<file path="src/sv/grc_pkg.sv">
// Shared constants and types for the grid ray caster.
`default_nettype none
package grc_pkg;
  localparam int MAP_DIM  = 32;
  localparam int MAP_BITS = $clog2(MAP_DIM);
  localparam int MAP_AW   = 2 * MAP_BITS;
  localparam int MAX_STEPS = 2 * MAP_DIM + 4;
  localparam int STEP_W   = $clog2(MAX_STEPS + 1);

  localparam logic FUNC_WRITE = 1'b0;
  localparam logic FUNC_CAST  = 1'b1;

  localparam logic [2:0] REG_POS_X   = 3'd0;
  localparam logic [2:0] REG_POS_Y   = 3'd1;
  localparam logic [2:0] REG_DIR_X   = 3'd2;
  localparam logic [2:0] REG_DIR_Y   = 3'd3;
  localparam logic [2:0] REG_PLANE_X = 3'd4;
  localparam logic [2:0] REG_PLANE_Y = 3'd5;
  localparam logic [2:0] REG_COLS    = 3'd6;
  localparam logic [2:0] REG_ROWS    = 3'd7;

  typedef struct packed {
    logic       func;
    logic [4:0] cell_x;
    logic [4:0] cell_y;
    logic [7:0] cell_value;
    logic [9:0] column;
  } in_beat_t;

  typedef struct packed {
    logic [9:0]  column_out;
    logic [9:0]  draw_start;
    logic [9:0]  draw_end;
    logic [7:0]  wall_type;
    logic        hit_side;
    logic [4:0]  hit_x;
    logic [4:0]  hit_y;
    logic [23:0] perp_dist;
    logic        escaped;
  } out_beat_t;

  // Request to the shared divider.
  typedef struct packed {
    logic        start;
    logic [47:0] num;
    logic [39:0] den;
  } div_req_t;

  typedef struct packed {
    logic        done;
    logic [47:0] quot;
  } div_rsp_t;
endpackage
`default_nettype wire

</file>
<file path="src/sv/grc_div.sv">
// Restoring radix-2 divider, one quotient bit per cycle.
`default_nettype none
module grc_div (
  input  wire logic              clk_i,
  input  wire logic              rst_ni,
  input  wire grc_pkg::div_req_t req_i,
  output grc_pkg::div_rsp_t      rsp_o
);
  logic [47:0] quot_q, quot_d;
  logic [40:0] rem_q, rem_d;
  logic [39:0] den_q, den_d;
  logic [5:0]  cnt_q, cnt_d;
  logic        busy_q, busy_d, done_q, done_d;
  logic [40:0] shifted;

  always_comb begin
    quot_d  = quot_q;
    rem_d   = rem_q;
    den_d   = den_q;
    cnt_d   = cnt_q;
    busy_d  = busy_q;
    done_d  = 1'b0;
    shifted = {rem_q[39:0], quot_q[47]};
    if (req_i.start) begin
      quot_d = req_i.num;
      rem_d  = '0;
      den_d  = req_i.den;
      cnt_d  = 6'd47;
      busy_d = 1'b1;
    end else if (busy_q) begin
      quot_d = {quot_q[46:0], 1'b0};
      if (shifted >= {1'b0, den_q}) begin
        rem_d     = shifted - {1'b0, den_q};
        quot_d[0] = 1'b1;
      end else begin
        rem_d = shifted;
      end
      cnt_d = cnt_q - 6'd1;
      if (cnt_q == '0) begin
        busy_d = 1'b0;
        done_d = 1'b1;
      end
    end
  end

  always_ff @(posedge clk_i or negedge rst_ni) begin
    if (!rst_ni) begin
      busy_q <= 1'b0;
      done_q <= 1'b0;
      cnt_q  <= '0;
    end else begin
      busy_q <= busy_d;
      done_q <= done_d;
      cnt_q  <= cnt_d;
    end
  end

  always_ff @(posedge clk_i) begin
    quot_q <= quot_d;
    rem_q  <= rem_d;
    den_q  <= den_d;
  end

  assign rsp_o.done = done_q;
  assign rsp_o.quot = quot_q;
endmodule
`default_nettype wire

</file>
<file path="config.mk">
export PLATFORM = sky130hd
export DESIGN_NAME = grc_div
export DESIGN_NICKNAME = d
export VERILOG_FILES = /design/src/sv/grc_pkg.sv /design/src/sv/grc_div.sv
export SDC_FILE = /design/constraint.sdc
export NUM_CORES = 1
export LEC_CHECK = 0
export ABC_AREA = 0
export BUFFER_PORTS_ARGS = -buffer_cell sky130_fd_sc_hd__buf_2
export CAP_MARGIN = 20
export CORE_MARGIN = 2
export CORE_UTILIZATION = 52
export CTS_BUF_LIST = sky130_fd_sc_hd__clkbuf_8
export DETAILED_ROUTE_END_ITERATION = 7
export PLACE_DENSITY = 0.75
export SYNTH_ARGS = -nofsm -noshare
export SYNTH_HDL_FRONTEND = slang
export SYNTH_SLANG_ARGS = --single-unit
</file>
<file path="constraint.sdc">
create_clock -name clk_i -period 3.1 [get_ports clk_i]
set_input_delay 0.31 -clock clk_i [delete_from_list [all_inputs] [get_ports clk_i]]
set_output_delay 0.31 -clock clk_i [all_outputs]
set_load 0.02 [all_outputs]
</file>
# Word-level counts from Yosys, hierarchy flattened
# Index checks and enable logic that the tools add are counted.
word_totals:
  reg_bits: 136
  in_bits: 91
  out_inout_bits: 49
  wordCells: 23
op_classes:
  addsub: 2
  n_lt_le_gt_ge: 1
  mux: 12
  reduce_logical: 2
op_table:
  columns: ["cell", "count"]
  rows:
  - ["48-bit 2-to-1 mux", 2]
  - ["41-bit by 40-bit >= comparator with 1-bit output", 1]
  - ["40-bit 2-to-1 mux", 1]
  - ["40-bit subtractor", 1]
  - ["6-bit 2-to-1 mux", 2]
  - ["1-bit 2-to-1 mux", 7]
  - ["6-bit logical NOT", 1]
  - ["6-bit by 1-bit subtractor with 6-bit output, second input constant", 1]
  - ["2-bit nonzero test", 1]

# Logic depth before layout (Yosys ltp)
# Gate-level depths: netlist of the first run.
depth:
  ltp_word: 4
  mapped_depth: 15
  ltp_nobuf: 13

# Worst setup path before layout of the first run
# No wires, ideal clock.
synth_timing:
  kind: "flip-flop to flip-flop"
  start: "register quot_q[47]"
  end: "register rem_q[36]"
  setup_time_ns: 0.115
  arrival_time_ns: 2.840
  required_ns: 2.985
  path_slack_ns: 0.145
  stages_incl_launch_ff: 14
  path_buffers: 0
  synth_period_minus_slack_ns: 2.955
  cell_sequence: "edfxtp_1 inv_1 ha_1 fa_1 nor2b_1 o31a_1 o21ai_1 nand2b_1 a41oi_1 o31ai_1 a221oi_2 o31ai_1 mux2i_1 o21a_1"
synth_between:
  elab_chain_cells: 2
  elab_cells_between_ends: 3
  classes_between: "add/sub (1); order compare (1); mux (1)"
synth_rtl:
  columns: ["element", "line", "text"]
  rows:
  - ["start, declared", "grc_div.sv:9", "logic [47:0] quot_q, quot_d;"]
  - ["start signal, assigned", "grc_div.sv:59", "quot_q <= quot_d;"]
  - ["40-bit subtractor / 41-bit by 40-bit >= comparator with 1-bit output (equally long branches)", "grc_div.sv:33, grc_div.sv:32", null]
  - ["40-bit 2-to-1 mux (*)", "grc_div.sv:32", "if (shifted >= {1'b0, den_q}) begin"]
  - ["end signal, assigned", "grc_div.sv:60", "rem_q <= rem_d;"]
  - ["end, declared", "grc_div.sv:10", "logic [40:0] rem_q, rem_d;"]
# Mark *: on every way between the ends. The rest lies on a longest branch, timed or not.
# A chain may end at the register's enable or synchronous reset.

# Worst setup path in the final report of the first run
# Ends and elaborated chain as after synthesis.

==> flow_summary_export.csv, run 1 <==
group,metric,value,unit
timing,finalClockSkew,0.0164,ns
clock_tree,numCtsBuffers,17,
placed_design,dp_hpwl,12600,um
synth,ys_seq_elements,136,
clock_tree,htreeDepth,4,
route,vias,6006,
timing,clock.fmax,340,MHz
route,first_iter_violations,380,
clock_tree,cts_tree,"yes",
placed_design,io_buffers,139,
synth,synth_top_family_by_area,"compound AO/OA/AOI/OAI gates",
timing,slew_headroom,60.3,%
route,postRouteWirelength,17400,um
power,peakVddDrop,0.419,mV
final_layout,antennaDiodeCount,0,
clock_tree,clockRootBuffer,"clkbuf_8",
route,dr.pass1.iters,4,
clock_tree,numClockSinks,136,
synth,yosys.area_share.xor_xnor,4.27,%
final_layout,area_growth,19.6,%
route,wire_per_inst,16.0,um
global_routing,grt_overflow,0,
floorplanning,fp.dieW,126,um
floorplanning,io_pins,140,
synth,synth_cells,729,
synth,synth_top_flop_cell,"edfxtp_1",
synth,synth_simple_gate_area_share,9.24,%
synth,synth_compound_area_share,16.4,%
run_status,outcome,"finished clean",
placed_design,gp_congestion,0.977,
final_layout,utilization,63.9,%
worst_setup_path,crit_type,"flop to flop",
global_routing,antenna_found_initial,0,
synth,seq_area_frac_synth,46.7,%
synth,syn_avg_cell_area,10.7,sq um
hold_path,holdPathStages,1,
worst_setup_path,critPathArrivalTime,3.35,ns
floorplanning,dieArea,16000,sq um
power,power.leakage,0.00397,uW
timing,setup_tns,0,ns
worst_setup_path,worst-path-max-fanout,4,
synth,yosys_warnings,0,
synth,synth_cell_types,62,
timing,grt_setup_unrepaired,"yes",
route,antenna_left,0,
final_layout,final_nets,1023,
synth,synth_area,7800,sq um
route,viasPerCell,5.53,
timing,min_period,2.94,ns
timing,tightest_slew,0.596,ns
clock_tree,clock_path_buffers,2,
worst_setup_path,path_cells,"inv_1 -> ha_1 -> fa_1 -> nor2b_1 -> o31a_1 -> o21ai_1 -> nand2b_1 -> a41oi_2 -> o31ai_1 -> buf_4 -> a221oi_4 -> o31ai_2 -> mux2i_1 -> o21a_1",
global_routing,grt_pass1_wl,27900,um
timing,maxSlewViolCount,0,
synth,synth.area.mux_share,11.0,%
global_routing,grt_pass1_vias,5809,
floorplanning,core,14600,sq um
hold_path,hold_class,"primary input to flop",
flow_run,max_cap_viol_count,0,
worst_setup_path,r2r_cells,14,
worst_setup_path,critPathLaunchType,"flop",
worst_setup_path,end_kind,"flop",
floorplanning,die_y,126,um
floorplanning,rows,44,
floorplanning,initial_utilization,53.5,%
final_layout,drive_gt1_share,28.8,%
global_routing,grtUsageTotal,21.8,%
synth,synth_edf_count,88,
worst_setup_path,slowest_delay,0.42,ns
timing,finalCritPeriodShare,94.8,%
global_routing,grt_max_degree,49,
timing,setup_viol,0,
worst_setup_path,cp_slowest_cell,"fa_1",
synth,synth_fp_nets,863,
power,powerDensity,446,nW/um^2
clock_tree,clk_pin_slew,0.09,ns
timing,hold_viol,0,
route,drc,0,
clock_tree,clkLatencyLatePin,0.46,ns
synth,synth_adder_area_share,6.99,%
worst_setup_path,crit_required,3.51,ns
synth,synth_async_sr_flop_share,5.88,%
## layout by cell type, fill, tap and decap left out, types with 17 or more instances in the layout
cell      Yosys  routed
dfxtp_1      40      40
inv_1        51      52
buf_2         7     138
edfxtp_1     88      88
a21o_1       23      23
nand2_1      47      47
clkbuf_8      0      17
buf_4         2      24
xnor2_1      26      26
mux2i_1      32      32
o21ai_0      26      25
mux2_2       48      48
ha_1         42      42
a211oi_1     32      31
a21oi_1      38      38
nor2_1       62      62
## final timing paths
check,from,end,slack [ns]
max in group asynchronous,rst_ni,busy_q$_DFF_PN0_,2.66
min reg2reg,rem_q[2]$_SDFFE_PP0P_,rem_q[2]$_SDFFE_PP0P_,0.48
min,req_i[27],den_q[27]$_DFFE_PP_,0.03
max,quot_q[47]$_DFFE_PP_,rem_q[36]$_SDFFE_PP0P_,0.16
max reg2reg,quot_q[47]$_DFFE_PP_,rem_q[36]$_SDFFE_PP0P_,0.16
min in group asynchronous,rst_ni,cnt_q[2]$_DFFE_PN0P_,0.25
## power by group
group / switching, uW / leakage, uW / internal, uW
Sequential: 52.3 / 0.00131 / 2060
Combinational: 346 / 0.00247 / 263
Clock: 731 / 0.000195 / 715
Total: 1130 / 0.00397 / 3030
## worst max-delay path, delay by kind of cell (launching register included)
kind,cells,cell delay [ns]
compound gates,7,1.10
fa+ha+maj,2,0.64
buf+inv,2,0.22
flops,1,0.36
mux,1,0.22
simple gates,2,0.34
## metrics by stage
step	setup slack (ns)	power, uW	cells	hold slack (ns)	instance area (sq um)
after floorplan	0.145	2520	729	0.0144	7800
after global placement	0.0269	2730	1036	0.162	8700
after detailed placement	0.00218	2740	1036	0.161	8700
after CTS	0.0333	4180	1074	0.00261	9150
after global routing	-0.00457	4340	1086	0.0000721	9330
final	0.162	4160	1086	0.0344	9330
## Yosys cell counts, types with 2 or more instances
| cell | n | area, sq um |
|---|---|---|
| a41oi_1 | 2 | 17.5 |
| o21bai_1 | 4 | 30.0 |
| nand2_1 | 47 | 176 |
| xnor2_1 | 26 | 228 |
| a21o_1 | 23 | 173 |
| nand3_1 | 5 | 25.0 |
| a221oi_2 | 2 | 30.0 |
| nor2b_1 | 2 | 12.5 |
| clkbuf_1 | 26 | 97.6 |
| o21ai_1 | 10 | 50.1 |
| dfxtp_1 | 40 | 801 |
| mux2_2 | 48 | 541 |
| inv_1 | 51 | 191 |
| mux2i_1 | 32 | 320 |
| edfxtp_1 | 88 | 2640 |
| nor2_1 | 62 | 233 |
| xor2_1 | 12 | 105 |
| a22oi_1 | 3 | 22.5 |
| or3_1 | 2 | 12.5 |
| a211oi_1 | 32 | 240 |
| nand2b_1 | 15 | 93.8 |
| nand3b_1 | 2 | 15.0 |
| a21oi_1 | 38 | 190 |
| buf_2 | 7 | 35.0 |
| dfrtp_1 | 8 | 200 |
| o21a_1 | 11 | 82.6 |
| o31ai_1 | 4 | 30.0 |
| buf_4 | 2 | 15.0 |
| o21ai_0 | 26 | 130 |
| nor3_1 | 7 | 35.0 |
| a31oi_1 | 3 | 18.8 |
| nor4_1 | 2 | 12.5 |
| o211ai_1 | 4 | 30.0 |
| buf_12 | 4 | 80.1 |
| ha_1 | 42 | 526 |
| o2111ai_1 | 2 | 17.5 |
| nand4_1 | 7 | 43.8 |
| and3_1 | 4 | 25.0 |
## logic make-up after synthesis
kind of cell,count (synthesis)
buffers and inverters,90
adders and majority gates,43
muxes,80
xor gates and xnor gates,38
DFF,136
AOI/OAI and AO/OA,182
and+or+nand+nor,160
## cell type report
type	count	area [sq um]
flip-flops and latches	136	3640
clock inverters	15	151
inverters	51	191
repair buffers	180	1090
multi-input cells	503	3790
well taps	184	230
clock buffers	17	234
fillers	1201	5260
## flip-flops by register name, summed over array words and instances, names as in the netlist
name,flops
rem_q,40
cnt_q,6
quot_q,48
den_q,40
busy_q,1
done_q,1
## metal layers
layer	part of all wire (%)	routed length, um	up-vias	GRT usage, %
li1	-	-	2968	-
met1	46	8000	2832	27.7
met5	0	0	-	0
met2	46	7980	187	35.4
met4	1.1	187	0	6.08
met3	7.2	1260	19	7.55
## what timing repair did
item / in CTS / in global routing
gates resized for setup: 1 / 8
endpoints found under the setup margin: 3 / 41
pin swaps: 0 / 4
buffers inserted: 0 / 2
hold buffers: 6 / 9
gates cloned: 0 / 1
hold endpoints to repair: 13 / 9
No activity file was read; power rests on OpenSTA's default activity.
==> run 2: changes to the inputs <==
- CORE_ASPECT_RATIO: default -> 2
- clock period: 3.1 -> 2.9 ns (I/O delays scaled with it)
==> run 2 against run 1 <==
Power up 13%. Sequential share of layout area down 2.8 points. Final cell count up 5.8%. Cell area up 7.6%. Non-clock buffer count up 52. Clock skew down 0.00069 ns. Critical path type unchanged. Worst hold slack worse by 0.010 ns. Global-route usage up 2.9 points. Flip-flop and latch count unchanged.
==> flow_summary_export.csv, run 2 (synthesis results as in run 1) <==
group,metric,value,unit
run_status,outcome,"finished clean",
final_layout,area_growth,28.7,%
flow_run,max_cap_viol_count,0,
placed_design,io_buffers,139,
worst_setup_path,slowest_delay,0.38,ns
clock_tree,numClockSinks,136,
power,power.leakage,0.00425,uW
floorplanning,dieArea,16100,sq um
power,peakVddDrop,0.396,mV
final_layout,antennaDiodeCount,0,
placed_design,place_area,8950,sq um
worst_setup_path,critPathArrivalTime,3.13,ns
floorplanning,core,14700,sq um
placed_design,gp_congestion,0.945,
final_layout,final_nets,1075,
worst_setup_path,cp.depth,14,
power,powerDensity,467,nW/um^2
timing,setup_viol,0,
final_layout,final-seq-area,3640,sq um
timing,hold_viol,0,
global_routing,antenna_found_initial,0,
worst_setup_path,cp_slowest_cell,"edfxtp_1",
route,first_iter_violations,271,
final_layout,top_register,"quot_q",
clock_tree,clock_path_buffers,2,
route,viasPerCell,5.52,
global_routing,grt_pass1_wl,31200,um
timing,maxSlewViolCount,0,
worst_setup_path,path_buf_inv,3,
route,vias,6337,
placed_design,dp_hpwl,14200,um
worst_setup_path,end_kind,"flop",
final_layout,final_cell_mix,"138 x buf_2, 88 x edfxtp_1, 62 x nor2_1, 57 x buf_4, 48 x mux2_2",
worst_setup_path,critPathLaunchType,"flop",
power,power,4690,uW
floorplanning,rows,63,
clock_tree,clkLatencyLatePin,0.45,ns
timing,clock.fmax,360,MHz
worst_setup_path,crit_type,"flop to flop",
timing,min_period,2.78,ns
worst_setup_path,worst-r2r-setup-slack,0.12,ns
timing,tightest_slew,0.718,ns
placed_design,place_inst,1076,
floorplanning,fp.dieW,90.6,um
timing,finalCritPeriodShare,95.9,%
worst_setup_path,r2r_end,"rem_q[39]$_SDFFE_PP0P_",
worst_setup_path,cpMostUsedCell,"buf_4",
worst_setup_path,crit_start,"den_q[16]$_DFFE_PP_",
final_layout,design_area,10000,sq um
clock_tree,clockRootBuffer,"clkbuf_8",
clock_tree,clk_pin_slew,0.08,ns
final_layout,fin_cells,1149,
route,antenna_left,0,
clock_tree,htreeDepth,4,
floorplanning,die_y,177,um
final_layout,utilization,68.1,%
worst_setup_path,r2r_cells,14,
worst_setup_path,crit_required,3.25,ns
global_routing,grt_pass1_vias,6629,
final_layout,reg.largest.list,"quot_q: 48 flops, den_q: 40 flops, rem_q: 40 flops",
timing,slew_headroom,52.1,%
route,dr.pass1.iters,5,
timing,finalClockSkew,0.0157,ns
timing,hold_slack,0.0244,ns
route,drc,0,
global_routing,grt_max_degree,49,
hold_path,hold_class,"primary input to flop",
clock_tree,numCtsBuffers,17,
floorplanning,initial_utilization,52.9,%
worst_setup_path,path_cells,"inv_1 -> ha_2 -> a21oi_2 -> o21bai_1 -> a221oi_2 -> buf_4 -> o221a_1 -> o21a_1 -> o21ai_2 -> a311oi_2 -> buf_4 -> nand3b_1 -> a211oi_2 -> a21o_1",
worst_setup_path,worstReg2RegStart,"den_q[16]$_DFFE_PP_",
timing,grt_setup_unrepaired,"yes",
route,postRouteWirelength,19500,um
global_routing,grtUsageTotal,24.7,%
final_layout,largest_reg_flops,48,
worst_setup_path,critPathCapture,"rem_q[39]$_SDFFE_PP0P_",
worst_setup_path,critPathTopFamily,"compound AO/OA/AOI/OAI gates",
worst_setup_path,worst-path-max-fanout,6,
final_layout,multi_input_area,4010,sq um
clock_tree,cts_tree,"yes",
global_routing,grt_overflow,0,
route,wire_per_inst,16.9,um
final_layout,layout_commonest_cell,"buf_2",
floorplanning,io_pins,140,
final_layout,drive_gt1_share,34.9,%
final_layout,fill_cells,1165,
==> run 2: per-layer routing <==
metal	global-route usage (%)	vias up	wire length, um
met5	0	-	0
met4	13.5	0	854
met3	5.15	61	997
met2	47.3	231	10700
met1	24.2	2971	6940
li1	-	3074	-
==> run 2: worst min path at each step <==
stage                                 endpoint  slack [ns]  depth (start not counted)       from
after CTS                   den_q[8]$_DFFE_PP_      0.0005                          1   req_i[8]
after global placement    cnt_q[1]$_DFFE_PN0P_        0.14                          1     rst_ni
after floorplan               busy_q$_DFF_PN0_      -0.006                          0     rst_ni
final                      den_q[17]$_DFFE_PP_        0.02                          1  req_i[17]
after global routing       den_q[15]$_DFFE_PP_      0.0006                          1  req_i[15]
after detailed placement  cnt_q[2]$_DFFE_PN0P_        0.15                          1     rst_ni
==> run 2: cell type report <==
type,count,area share [%]
sequential,136,36.3
clock inverter,15,1.88
inverter,51,1.91
clock buffer,17,2.33
multi-input combinational,503,40.0
tap,195,2.43
timing repair buffer,232,15.2
==> run 2: stage by stage <==
step	setup TNS, ns	worst slack (ns)
after detailed placement	-0.512	-0.177
after global placement	-0.493	-0.124
after global routing	-0.140	-0.0333
after floorplan	0	0.0168
after CTS	0	0.00395
final	0	0.119
==> run 2: timing repair <==
action	4_1_cts	5_1_grt
hold buffers	32	0
endpoints found under the hold margin	39	0
endpoints found under the setup margin	11	16
gates resized for setup	10	44
setup buffers	6	4
pin swaps	13	22
==> run 2: power by group <==
| group | switching (uW) | internal (uW) |
|---|---|---|
| Sequential | 57.7 | 2200 |
| Combinational | 398 | 338 |
| Clock | 826 | 870 |
